## src/rtl/core/aes_pkg.sv

```systemverilog
// ----------------------------------------------------------------------------
// aes_pkg
// constants, tables and small helpers for the byte-serial aes encryption core
// ----------------------------------------------------------------------------
package aes_pkg;

  localparam int unsigned RkWords  = 60;
  localparam int unsigned RkAddrW  = 6;
  localparam int unsigned KeyRegs  = 4;

  // configuration register indexes
  typedef enum logic [2:0] {
    CFG_KEY0 = 3'd0,
    CFG_KEY1 = 3'd1,
    CFG_KEY2 = 3'd2,
    CFG_KEY3 = 3'd3,
    CFG_KSIZE = 3'd4
  } cfg_idx_e;

  // key size codes
  localparam logic [1:0] KS_128 = 2'd0;
  localparam logic [1:0] KS_192 = 2'd1;
  localparam logic [1:0] KS_256 = 2'd2;

  // sequencer states
  typedef enum logic [5:0] {
    ST_IDLE  = 6'b000001,
    ST_KCOPY = 6'b000010,
    ST_KEXP  = 6'b000100,
    ST_SUB   = 6'b001000,
    ST_COL   = 6'b010000,
    ST_DONE  = 6'b100000
  } state_e;

  localparam logic [7:0] SBOX [256] = '{
    8'h63, 8'h7c, 8'h77, 8'h7b, 8'hf2, 8'h6b, 8'h6f, 8'hc5,
    8'h30, 8'h01, 8'h67, 8'h2b, 8'hfe, 8'hd7, 8'hab, 8'h76,
    8'hca, 8'h82, 8'hc9, 8'h7d, 8'hfa, 8'h59, 8'h47, 8'hf0,
    8'had, 8'hd4, 8'ha2, 8'haf, 8'h9c, 8'ha4, 8'h72, 8'hc0,
    8'hb7, 8'hfd, 8'h93, 8'h26, 8'h36, 8'h3f, 8'hf7, 8'hcc,
    8'h34, 8'ha5, 8'he5, 8'hf1, 8'h71, 8'hd8, 8'h31, 8'h15,
    8'h04, 8'hc7, 8'h23, 8'hc3, 8'h18, 8'h96, 8'h05, 8'h9a,
    8'h07, 8'h12, 8'h80, 8'he2, 8'heb, 8'h27, 8'hb2, 8'h75,
    8'h09, 8'h83, 8'h2c, 8'h1a, 8'h1b, 8'h6e, 8'h5a, 8'ha0,
    8'h52, 8'h3b, 8'hd6, 8'hb3, 8'h29, 8'he3, 8'h2f, 8'h84,
    8'h53, 8'hd1, 8'h00, 8'hed, 8'h20, 8'hfc, 8'hb1, 8'h5b,
    8'h6a, 8'hcb, 8'hbe, 8'h39, 8'h4a, 8'h4c, 8'h58, 8'hcf,
    8'hd0, 8'hef, 8'haa, 8'hfb, 8'h43, 8'h4d, 8'h33, 8'h85,
    8'h45, 8'hf9, 8'h02, 8'h7f, 8'h50, 8'h3c, 8'h9f, 8'ha8,
    8'h51, 8'ha3, 8'h40, 8'h8f, 8'h92, 8'h9d, 8'h38, 8'hf5,
    8'hbc, 8'hb6, 8'hda, 8'h21, 8'h10, 8'hff, 8'hf3, 8'hd2,
    8'hcd, 8'h0c, 8'h13, 8'hec, 8'h5f, 8'h97, 8'h44, 8'h17,
    8'hc4, 8'ha7, 8'h7e, 8'h3d, 8'h64, 8'h5d, 8'h19, 8'h73,
    8'h60, 8'h81, 8'h4f, 8'hdc, 8'h22, 8'h2a, 8'h90, 8'h88,
    8'h46, 8'hee, 8'hb8, 8'h14, 8'hde, 8'h5e, 8'h0b, 8'hdb,
    8'he0, 8'h32, 8'h3a, 8'h0a, 8'h49, 8'h06, 8'h24, 8'h5c,
    8'hc2, 8'hd3, 8'hac, 8'h62, 8'h91, 8'h95, 8'he4, 8'h79,
    8'he7, 8'hc8, 8'h37, 8'h6d, 8'h8d, 8'hd5, 8'h4e, 8'ha9,
    8'h6c, 8'h56, 8'hf4, 8'hea, 8'h65, 8'h7a, 8'hae, 8'h08,
    8'hba, 8'h78, 8'h25, 8'h2e, 8'h1c, 8'ha6, 8'hb4, 8'hc6,
    8'he8, 8'hdd, 8'h74, 8'h1f, 8'h4b, 8'hbd, 8'h8b, 8'h8a,
    8'h70, 8'h3e, 8'hb5, 8'h66, 8'h48, 8'h03, 8'hf6, 8'h0e,
    8'h61, 8'h35, 8'h57, 8'hb9, 8'h86, 8'hc1, 8'h1d, 8'h9e,
    8'he1, 8'hf8, 8'h98, 8'h11, 8'h69, 8'hd9, 8'h8e, 8'h94,
    8'h9b, 8'h1e, 8'h87, 8'he9, 8'hce, 8'h55, 8'h28, 8'hdf,
    8'h8c, 8'ha1, 8'h89, 8'h0d, 8'hbf, 8'he6, 8'h42, 8'h68,
    8'h41, 8'h99, 8'h2d, 8'h0f, 8'hb0, 8'h54, 8'hbb, 8'h16
  };

  function automatic logic [7:0] rcon(input logic [3:0] j);
    logic [7:0] r;
    unique case (j)
      4'd0:    r = 8'h8d;
      4'd1:    r = 8'h01;
      4'd2:    r = 8'h02;
      4'd3:    r = 8'h04;
      4'd4:    r = 8'h08;
      4'd5:    r = 8'h10;
      4'd6:    r = 8'h20;
      4'd7:    r = 8'h40;
      4'd8:    r = 8'h80;
      4'd9:    r = 8'h1b;
      4'd10:   r = 8'h36;
      4'd11:   r = 8'h8d;
      4'd12:   r = 8'h01;
      4'd13:   r = 8'h02;
      4'd14:   r = 8'h04;
      default: r = 8'h08;
    endcase
    return r;
  endfunction

  function automatic logic [7:0] xtime(input logic [7:0] a);
    return {a[6:0], 1'b0} ^ (a[7] ? 8'h1b : 8'h00);
  endfunction

  // one mixcolumns column, byte 0 in bits 7:0
  function automatic logic [31:0] mix_col(input logic [31:0] c);
    logic [7:0] a0, a1, a2, a3, o0, o1, o2, o3;
    a0 = c[7:0];
    a1 = c[15:8];
    a2 = c[23:16];
    a3 = c[31:24];
    o0 = xtime(a0) ^ xtime(a1) ^ a1 ^ a2 ^ a3;
    o1 = a0 ^ xtime(a1) ^ xtime(a2) ^ a2 ^ a3;
    o2 = a0 ^ a1 ^ xtime(a2) ^ xtime(a3) ^ a3;
    o3 = xtime(a0) ^ a0 ^ a1 ^ a2 ^ xtime(a3);
    return {o3, o2, o1, o0};
  endfunction

endpackage

```

## src/rtl/core/aes_block_encrypt.sv

```systemverilog
// ----------------------------------------------------------------------------
// aes_block_encrypt
// byte-serial aes-128/192/256 encryption core with on-chip key expansion
// ----------------------------------------------------------------------------
// usage
//   config port: key words and key size are written through cfg_we_i; the
//   user must write them only while the core is idle; the core does not
//   enforce it; any key write marks the round keys stale
//   input channel: one 128-bit plaintext block per transfer; in_stall_o is
//   high while a block is in work, so one block is handled at a time
//   output channel: ciphertext held in an output register until transferred;
//   a stalled receiver leaves it in place, and the core may take the next
//   block meanwhile, holding its own result until the register is free
//   rounds: byte-serial subbytes through the single s-box (bypassed in the
//   first round), then mixcolumns (not in the first or last round) and key
//   addition a column at a time
//   key expansion: on the first block after a key write, the key is copied,
//   then further words pass the shared s-box, before encryption starts
//   reset: no output pending, round keys marked stale, key registers zero
// ----------------------------------------------------------------------------
module aes_block_encrypt (
  input  logic        clk_i,
  input  logic        rst_ni,
  input  logic        cfg_we_i,
  input  logic [2:0]  cfg_idx_i,
  input  logic [63:0] cfg_wdata_i,
  input  logic        in_valid_i,
  output logic        in_stall_o,
  input  logic [63:0] plain_lo_i,
  input  logic [63:0] plain_hi_i,
  output logic        out_valid_o,
  input  logic        out_stall_i,
  output logic [63:0] cipher_lo_o,
  output logic [63:0] cipher_hi_o
);
  import aes_pkg::*;

  state_e        state_q, state_d;
  logic [63:0]   key_q [KeyRegs];
  logic [1:0]    ksize_q;
  logic          keys_ready_q;

  logic [127:0]  s_q, t_q, kw_q;
  logic [255:0]  win_q;
  logic [23:0]   sw_q;
  logic [31:0]   rd_q;
  logic [31:0]   rk_mem [RkWords];
  logic [3:0]    cnt_q, rnd_q;
  logic [RkAddrW-1:0] ki_q;
  logic [2:0]    kmod_q;
  logic [3:0]    krc_q;
  logic          out_valid_q;
  logic [127:0]  cipher_q;

  // key size decode
  logic [2:0]         nkm1;
  logic [3:0]         nr;
  logic [RkAddrW-1:0] last_word;
  logic [31:0]        wnk;
  always_comb begin
    unique case (ksize_q)
      KS_128: begin
        nkm1 = 3'd3; nr = 4'd10; last_word = 6'd43; wnk = win_q[127:96];
      end
      KS_192: begin
        nkm1 = 3'd5; nr = 4'd12; last_word = 6'd51; wnk = win_q[191:160];
      end
      default: begin
        nkm1 = 3'd7; nr = 4'd14; last_word = 6'd59; wnk = win_q[255:224];
      end
    endcase
  end

  // key schedule word path
  logic        rot, dosub;
  logic [31:0] tprev, tin, sub_full, exp_word, copy_word;
  logic [63:0] copy_reg;
  assign tprev     = win_q[31:0];
  assign rot       = (kmod_q == 3'd0);
  assign dosub     = rot || ((ksize_q == KS_256) && (kmod_q == 3'd4));
  assign tin       = rot ? {tprev[7:0], tprev[31:8]} : tprev;
  assign copy_reg  = key_q[ki_q[2:1]];
  assign copy_word = ki_q[0] ? copy_reg[63:32] : copy_reg[31:0];

  // round byte selection, shiftrows folded into the read order
  logic [1:0] src_col;
  logic [3:0] s_idx;
  logic [7:0] s_byte, sb_in, sb_out, t_byte;
  logic       first_rnd, last_rnd;
  assign first_rnd = (rnd_q == 4'd0);
  assign last_rnd  = (rnd_q == nr);
  assign src_col   = cnt_q[3:2] + cnt_q[1:0];
  assign s_idx     = first_rnd ? cnt_q : {src_col, cnt_q[1:0]};
  assign s_byte    = s_q[8*s_idx +: 8];

  // single shared s-box
  assign sb_in  = (state_q == ST_KEXP) ? tin[8*cnt_q[1:0] +: 8] : s_byte;
  assign sb_out = SBOX[sb_in];
  assign t_byte = first_rnd ? s_byte : sb_out;

  assign sub_full = {sb_out, sw_q};
  assign exp_word = (dosub ? (sub_full ^ {24'd0, rot ? rcon(krc_q) : 8'h00}) : tprev) ^ wnk;

  // column path
  logic [31:0] col_out;
  assign col_out = ((first_rnd || last_rnd) ? t_q[31:0] : mix_col(t_q[31:0])) ^ kw_q[31:0];

  // round key store
  logic               rk_we, rk_re;
  logic [RkAddrW-1:0] rk_raddr;
  logic [31:0]        rk_wdata;
  assign rk_we    = (state_q == ST_KCOPY) || ((state_q == ST_KEXP) && (cnt_q == 4'd3));
  assign rk_wdata = (state_q == ST_KCOPY) ? copy_word : exp_word;
  assign rk_re    = (state_q == ST_SUB) && (cnt_q < 4'd4);
  assign rk_raddr = {rnd_q, cnt_q[1:0]};

  always_ff @(posedge clk_i) begin
    if (rk_we) begin
      rk_mem[ki_q] <= rk_wdata;
    end
    if (rk_re) begin
      rd_q <= rk_mem[rk_raddr];
    end
  end

  logic in_fire, out_free;
  assign in_fire  = in_valid_i && (state_q == ST_IDLE);
  assign out_free = !out_valid_q || !out_stall_i;

  // sequencer
  always_comb begin
    state_d = state_q;
    unique case (state_q)
      ST_IDLE:  if (in_fire) state_d = keys_ready_q ? ST_SUB : ST_KCOPY;
      ST_KCOPY: if (ki_q[2:0] == nkm1) state_d = ST_KEXP;
      ST_KEXP:  if ((cnt_q == 4'd3) && (ki_q == last_word)) state_d = ST_SUB;
      ST_SUB:   if (cnt_q == 4'd15) state_d = ST_COL;
      ST_COL:   if (cnt_q == 4'd3) state_d = last_rnd ? ST_DONE : ST_SUB;
      ST_DONE:  if (out_free) state_d = ST_IDLE;
      default:  state_d = ST_IDLE;
    endcase
  end

  always_ff @(posedge clk_i or negedge rst_ni) begin
    if (!rst_ni) begin
      state_q      <= ST_IDLE;
      keys_ready_q <= 1'b0;
      ksize_q      <= KS_128;
      key_q        <= '{default: '0};
      out_valid_q  <= 1'b0;
      cnt_q        <= '0;
      rnd_q        <= '0;
      ki_q         <= '0;
      kmod_q       <= '0;
      krc_q        <= '0;
    end else begin
      state_q <= state_d;

      // configuration writes, expected only while idle
      if (cfg_we_i) begin
        unique case (cfg_idx_i)
          CFG_KEY0, CFG_KEY1, CFG_KEY2, CFG_KEY3: begin
            key_q[cfg_idx_i[1:0]] <= cfg_wdata_i;
          end
          CFG_KSIZE: begin
            ksize_q <= (cfg_wdata_i[1:0] == 2'd3) ? KS_256 : cfg_wdata_i[1:0];
          end
          default: ;
        endcase
      end

      // any key or size write makes the schedule stale
      if (cfg_we_i && (cfg_idx_i <= CFG_KSIZE)) begin
        keys_ready_q <= 1'b0;
      end else if ((state_q == ST_KEXP) && (cnt_q == 4'd3) && (ki_q == last_word)) begin
        keys_ready_q <= 1'b1;
      end

      // result register: refill on the edge the old one leaves
      if ((state_q == ST_DONE) && out_free) begin
        out_valid_q <= 1'b1;
      end else if (out_valid_q && !out_stall_i) begin
        out_valid_q <= 1'b0;
      end

      unique case (state_q)
        ST_IDLE: begin
          cnt_q <= '0;
          rnd_q <= '0;
          ki_q  <= '0;
        end
        ST_KCOPY: begin
          ki_q <= ki_q + 6'd1;
          if (ki_q[2:0] == nkm1) begin
            cnt_q  <= '0;
            kmod_q <= '0;
            krc_q  <= 4'd1;
          end
        end
        ST_KEXP: begin
          if (cnt_q == 4'd3) begin
            cnt_q <= '0;
            ki_q  <= ki_q + 6'd1;
            if (kmod_q == nkm1) begin
              kmod_q <= '0;
              krc_q  <= krc_q + 4'd1;
            end else begin
              kmod_q <= kmod_q + 3'd1;
            end
            if (ki_q == last_word) begin
              rnd_q <= '0;
            end
          end else begin
            cnt_q <= cnt_q + 4'd1;
          end
        end
        ST_SUB: begin
          cnt_q <= cnt_q + 4'd1;
        end
        ST_COL: begin
          if (cnt_q == 4'd3) begin
            cnt_q <= '0;
            rnd_q <= rnd_q + 4'd1;
          end else begin
            cnt_q <= cnt_q + 4'd1;
          end
        end
        default: ;
      endcase
    end
  end

  // datapath shift registers
  always_ff @(posedge clk_i) begin
    if (in_fire) begin
      s_q <= {plain_hi_i, plain_lo_i};
    end
    if ((state_q == ST_KCOPY) || ((state_q == ST_KEXP) && (cnt_q == 4'd3))) begin
      win_q <= {win_q[223:0], rk_wdata};
    end
    if ((state_q == ST_KEXP) && (cnt_q != 4'd3)) begin
      sw_q <= {sb_out, sw_q[23:8]};
    end
    if (state_q == ST_SUB) begin
      t_q <= {t_byte, t_q[127:8]};
      if ((cnt_q != 4'd0) && (cnt_q < 4'd5)) begin
        kw_q <= {rd_q, kw_q[127:32]};
      end
    end
    if (state_q == ST_COL) begin
      s_q  <= {col_out, s_q[127:32]};
      t_q  <= {32'd0, t_q[127:32]};
      kw_q <= {32'd0, kw_q[127:32]};
    end
    if ((state_q == ST_DONE) && out_free) begin
      cipher_q <= s_q;
    end
  end

  assign in_stall_o  = (state_q != ST_IDLE);
  assign out_valid_o = out_valid_q;
  assign cipher_lo_o = cipher_q[63:0];
  assign cipher_hi_o = cipher_q[127:64];

endmodule

```

## config.mk

```make
export PLATFORM = sky130hd
export DESIGN_NAME = aes_block_encrypt
export DESIGN_NICKNAME = d
export VERILOG_FILES = /design/src/rtl/core/aes_pkg.sv /design/src/rtl/core/aes_block_encrypt.sv
export SDC_FILE = /design/constraint.sdc
export NUM_CORES = 2
export LEC_CHECK = 0
export ABC_AREA = 1
export BUFFER_PORTS_ARGS = -buffer_cell sky130_fd_sc_hd__buf_2
export CORE_UTILIZATION = 60
export CTS_BUF_LIST = sky130_fd_sc_hd__clkbuf_4
export DETAILED_ROUTE_END_ITERATION = 8
export PLACE_DENSITY = 0.81
export SETUP_SLACK_MARGIN = 0.2
export SLEW_MARGIN = 20
export SYNTH_ARGS = -nofsm -noshare
export SYNTH_HDL_FRONTEND = slang
export SYNTH_SLANG_ARGS = --single-unit
```

## constraint.sdc

```tcl
create_clock -name clk_i -period 11.41 [get_ports clk_i]
set_input_delay 2.282 -clock clk_i [delete_from_list [all_inputs] [get_ports clk_i]]
set_output_delay 2.282 -clock clk_i [all_outputs]
set_load 0.05 [all_outputs]
```

-- Yosys cells after proc, flatten, opt, wreduce, memory -nomap -nowiden
Memories as Yosys holds them, arrays and structs flattened. A register that Yosys moved wholly into a read port is not among the register bits.
Cells that the tools add are included.
- register bits after elaboration: 1079
- latch bits: 0
- RAM bits: 1920
- bits in read-only memories: 2176
- bits of input ports: 200
- output and inout port bits: 130
- word-level logic and storage cells: 205
- memories: 3
- memories (memory ; words ; width ; rd ports ; clocked after memory_dff ; write ports ; line ; source):
    (no name shown) ; 256 ; 8 ; 1 ; 0 ; 0 ; aes_block_encrypt.sv:98 ; assign sb_out = SBOX[sb_in];
    rk_mem ; 60 ; 32 ; 1 ; 1 ; 1 ; aes_block_encrypt.sv:47 ; logic [31:0] rk_mem [RkWords];
    (no name shown) ; 16 ; 8 ; 1 ; 0 ; 0 ; aes_pkg.sv:72 ; unique case (j)
- add/sub/neg operators: 6
- $mul: 0
- divide/modulo/power cells: 0
- $lt $le $gt $ge: 7
- eq/ne operators: 31
- shifts and indexed selects: 2
- muxes and demuxes: 65
- bitwise gates (word level): 26
- reduce and logical (&&, ||, !) cells: 44
- operators with widths (kind ; number):
    $mux 96 ; 5
    $bwmux 256 ; 1
    $mux 128 ; 2
    $mux 64 ; 3
    $mux 32 ; 5
    $bmux 64 s2 ; 1
    $demux 64 s2 ; 1
    $shiftx 128x8->8 ; 1
    $xor 8x8->8 ; 16
    $pmux 32 s2 ; 1
    $xor 32x32->32 ; 2
    $mux 6 ; 8
    $mux 4 ; 10
    $mux 8 ; 5
    $pmux 6 s6 ; 1
    $shiftx 32x6->8 ; 1
    $xor 32x8->32 ; 1
    $xor 8x5->8 ; 4
    $mux 5 ; 4
    $pmux 3 s2 ; 3
    $pmux 6 s3 ; 1
    $ne 2x2->1 const B ; 8
    $pmux 4 s4 ; 1
    $add 4x1->4 const B ; 3
    other kinds (50) ; 93

-- Logic depth before layout (Yosys ltp)
- depth in word-level cells: 12
- depth in mapped cells: 31
- mapped depth without buffers: 28

-- Least setup slack after synthesis
Ideal clock, no wire load.
- path kind: register -> register
- start point: reg state_q[1]
- end point: mem rk_mem[39][0] (enable)
- library setup time: 0.421 ns
- arrival: 8.954 ns
- required time: 10.989 ns
- setup slack: 2.035 ns
- cell stages (with the launch flop): 10
- buffers on the path: 2
- period minus slack after synthesis: 9.375 ns
- cells stage by stage: dfrtp_1 > nor2_1 > nand4_2 > buf_6 > buf_4 > nor2_1 > nor2_1 > inv_1 > nand2_1 > nor2_1
- longest elaborated chain between the ends: 5
- elaborated cells between the ends (all ways): 6
- classes of those cells: eq/ne (2); mux (2); reduce/logical (2)
- RTL lines (item ; line ; source):
    start, declared ; aes_block_encrypt.sv:38 ; state_e state_q, state_d;
    start signal, assigned ; aes_block_encrypt.sv:157 ; state_q <= state_d;
    $eq 6x3->1 ; aes_block_encrypt.sv:112 ; assign rk_we = (state_q == ST_KCOPY) || ((state_q == ST_KEXP) && (cnt_q == 4'd3));
    $logic_and 1x1->1 ; aes_block_encrypt.sv:112 ;
    $logic_or 1x1->1 (*) ; aes_block_encrypt.sv:112 ;
    via rk_we ; aes_block_encrypt.sv:109 ; logic rk_we, rk_re;
    $mux 1 (*) ; aes_block_encrypt.sv:118 ; if (rk_we) begin
    $mux 1 (implied by the code) (*) ; aes_block_encrypt.sv:119 ; rk_mem[ki_q] <= rk_wdata;
    end, declared ; aes_block_encrypt.sv:47 ;
Mark *: on every way through the listed nets, which the timed path passes. The rest lies on a longest branch.

-- Worst setup path after layout
- start point: reg rnd_q[0]
- end point: mem rk_mem[37][30] (data pin)
- longest elaborated chain between the ends: 12
- RTL lines (item ; line ; source):
    start, declared ; aes_block_encrypt.sv:48 ; logic [3:0] cnt_q, rnd_q;
    start signal, assigned ; aes_block_encrypt.sv:223 ; rnd_q <= rnd_q + 4'd1;
    $logic_not 4->1 ; aes_block_encrypt.sv:90 ; assign first_rnd = (rnd_q == 4'd0);
    $mux 4 ; aes_block_encrypt.sv:93 ; assign s_idx = first_rnd ? cnt_q : {src_col, cnt_q[1:0]};
    $shiftx 128x8->8 ; aes_block_encrypt.sv:94 ; assign s_byte = s_q[8*s_idx +: 8];
    $mux 8 ; aes_block_encrypt.sv:97 ; assign sb_in = (state_q == ST_KEXP) ? tin[8*cnt_q[1:0] +: 8] : s_byte;
    $not 8->9 (implied by the code) ; aes_block_encrypt.sv:98 ;
    $mem_v2 256x8 ; n/a ;
    $mux 8 (implied by the code) (2 in series) ; aes_block_encrypt.sv:98 ;
    $xor 32x8->32 ; aes_block_encrypt.sv:102 ; assign exp_word = (dosub ? (sub_full ^ {24'd0, rot ? rcon(krc_q) : 8'h00}) : tprev) ^ wnk;
    $mux 32 ; aes_block_encrypt.sv:102 ;
    $xor 32x32->32 ; aes_block_encrypt.sv:102 ;
    $mux 32 ; aes_block_encrypt.sv:113 ; assign rk_wdata = (state_q == ST_KCOPY) ? copy_word : exp_word;
    via rk_wdata[30] ; aes_block_encrypt.sv:111 ; logic [31:0] rk_wdata;
The timed path passes the listed nets, and every way through them passes these cells. The select of a mux whose other input is x is not followed.

==> summary.txt <==
Yosys
  – Netlist cell types: 57
  – Avg Cell Area, Syn: 12.2 sq um
  – Syn Inst Count: 10100
  – #FFs+latches synth: 3031
  – Number of synthesized flops with an enable pin: 2680
  – Syn Std Cell Area: 123000 sq um
  – Top_reg_cell synth: edfxtp_1
  – Area contributors post-synth: edfxtp_1 (65%), o21ai_0 (6.2%), dfrtp_1 (5.8%), nand2_1 (4.5%), nor2_1 (3.5%)
  – Post-Synthesis Net Count: 10300
  – Async set or reset register ratio after synthesis: 9.47%
  – YS warnings: 0
  – Seq/Total Area, Yosys: 72.2%
  – Area leader, netlist: edfxtp_1
  – Synth top area share: 65.3%

Flow run
  – Max-Cap Viols: 0

CTS
  – CTS Buf Count: 739
  – Worst-path clk slew: 70 ps
  – Clk sinks: 3031
  – Clk_lat worst skew: 1480 ps
  – Clk Tree Root Cell: clkbuf_4
  – Clock Tree Buf Depth: 4
  – CTS tree: built
  – Htree depth: 6
  – Hold_buf cts: 0
  – PostCTS Resize Cnt: 0
  – # Post-CTS Setup Buffers: 0

Place
  – Post-DP HPWL: 210000 um
  – Final Wtd Congestion: 0.944
  – Port Buffers: 329

Power and ir drop
  – Part of the power in registers: 48.3%
  – Cell Pwr Density: 234 nW/um^2
  – Leak pwr: 49.3 nW
  – Net Sw Power: 0.0111 W
  – Internal power: 0.0209 W
  – Clock power frac: 27.2%
  – VDD IR max: 240 uV
  – Sw Ratio: 34.6%
  – Comb power frac: 24.5%

Worst setup path
  – Top cell by count, worst path: nand3_1
  – Worst Path Required: 12480 ps
  – WS Path Type: flop to flop
  – CP delay by family, top: simple AND/OR/NAND/NOR gates
  – Critical Path, Cell by Cell: clkinv_2 > ha_1 > nand2_4 > nand2_1 > nand2_2 > nand2_1 > nand3_1 > nand2_1 > nand2_1 > nand2_1 > ha_1 > inv_1 > nand3_1 > nand2_1 > inv_1 > nand2_1 > nand3_1 > nand3_1 > nand3_1 > nand3_1 > nand3_1 > nand3_1 > nand3_1 > nand2_2
  – Critical path endpoint category: flop
  – Max FO, Critical Path: 61
  – Slowest CP cell: nand2_2
  – Crit-path max cell delay: 840 ps
  – CP arrival: 8300 ps
  – WP buf/inv: 3
  – Startpoint types: flop

STA
  – Hold Vio Cnt, Final: 0
  – Fin crit period: 7230 ps
  – Max Slew Vio Count: 0
  – TNS Setup: 0 ps
  – RSZ-0062 raised after global routing: false
  – Worst hold slack: 384 ps
  – Max Fclk: 0.138 GHz
  – Setup Skew: 130 ps
  – Final Setup Violations: 0
  – Worst-Margin Slew: 1340 ps
  – Fin crit share: 63.4%
  – Slew HR: 10.2%

Routing
  – Post-route ant nets: 0
  – Routed Wire Length: 372000 um
  – Router iterations before antenna repair: 8
  – Wirelength per Cell: 26.9 um
  – Via density: 6.47
  – Via count: 89700
  – Drt drc: 0
  – Drt first-iter violations: 14700

GRT
  – Number of global-route vias before repair: 86600
  – Maximum number of pins on one net before global-route repair: 221
  – Initial antenna violation count: 18
  – Congestion Overflow GR: 0
  – GRT Overall Usage: 35.3%
  – First-pass GRT wire length: 539000 um

Cells and area
  – Layout cells sized above 1: 16.2%
  – Leading cell types in the layout, fill and taps excluded: edfxtp_1 (2680), o21ai_0 (1501), nand2_1 (1478)
  – Area delta synth->final: 10.8%
  – NumNets Final: 10900
  – Commonest non-fill, non-tap cell in the layout: edfxtp_1

Outcome
  – Status: completed

Floorplan
  – # rows: 165
  – Initial core utilization: 60.7%
  – I/O pins: 330
  – Die W: 455 um
  – Die area: 207000 sq um
  – DIE HEIGHT: 455 um
  – Core area: 203000 sq um

Worst hold path
  – Hold/Removal Path Class: flop to flop
==> through the flow <==
step           cell area, sq um  total power (W)  std cells  utilization (%)  worst slack [ps]
2_1_floorplan            123000           0.0200      10100                -              2030
3_3_place_gp             127000           0.0229      12600             62.7              4490
3_5_place_dp             127000           0.0232      12600             62.7              4430
4_1_cts                  136000           0.0317      13800             67.1              4340
5_1_grt                  136000           0.0330      13900             67.2              4040
6_report                 136000           0.0320      13900             67.2              4180
==> layer usage <==
layer | global-route usage, % | vias up | part of all wire [%]
met4 | 22.0 | 6 | 6.7
li1 | - | 38300 | -
met1 | 45.6 | 43000 | 35
met5 | 0 | - | 0.011
met2 | 53.8 | 7097 | 45
met3 | 9.08 | 1237 | 13
==> Yosys cell counts (all sizes together) (2+ instances only) <==
library cell  number
o21ai           1538
xnor2             85
nand2           1517
a211oi             7
dfxtp             64
and3               9
a21oi            153
a22oi            125
nor2            1169
nand4             32
a221oi             4
clkbuf           469
a311oi             4
nor3              10
o211ai            83
a21boi             2
clkinv             3
o221ai           168
a31oi             44
nor4               3
buf              232
edfxtp          2680
o22ai            327
xor2              93
ha                28
a221o             18
o21bai             3
nand3            665
o31ai              5
dfrtp            286
inv              275
==> flip-flops by register name, indices dropped and copies added (netlist names), 24 cells and up <==
| name | cells |
|---|---|
| t_q | 128 |
| rk_mem | 1920 |
| cipher_q | 128 |
| s_q | 128 |
| win_q | 256 |
| key_q | 256 |
| sw_q | 24 |
| kw_q | 128 |
| rd_q | 32 |
==> cells by family (layout without fill, tap and decap cells) <==
logic type      count (synthesis)  count (layout)  synth area share, %
fa+ha+maj                      28              28                0.284
xor+xnor                      178             178                 1.27
other cells                     0              21                    0
compound gates               2487            2487                 11.6
simple gates                 3406            3406                 11.3
buf+inv                       980            2038                 3.42
flops                        3031            3031                 72.2
==> final timing paths <==
path | from | to | slack, ps | cells past startpoint
setup / recovery | rnd_q[0] | rk_mem[37][30] | 4180 | 24
hold / removal | kw_q[94] | kw_q[62] | 380 | 0
setup reg to reg | rnd_q[0] | rk_mem[37][30] | 4180 | 24
hold reg to reg | kw_q[94] | kw_q[62] | 380 | 0
max in group asynchronous | rst_ni | cnt_q[0] | 8510 | 3
min in group asynchronous | rst_ni | key_q[122] | 730 | 1
==> power by group through the flow <==
stage | clock network (W) | registers [W] | logic (W)
2_1_floorplan | 0 | 0.0156 | 0.00447
3_3_place_gp | 0 | 0.0156 | 0.00728
3_5_place_dp | 0 | 0.0157 | 0.00752
4_1_cts | 0.00873 | 0.0154 | 0.00755
5_1_grt | 0.00927 | 0.0155 | 0.00826
6_report | 0.00868 | 0.0154 | 0.00783
==> layout make-up <==
type                    count  area (sq um)
clock buffers            1074          8060
multi-input cells        6099         31000
repair buffers            512          3180
clock inverters           174           855
well taps                2672          3340
inverters                 278          1090
fillers                 13900         66600
flip-flops and latches   3031         89000
diodes                     21          52.6
(Power assumes the default switching activity.)
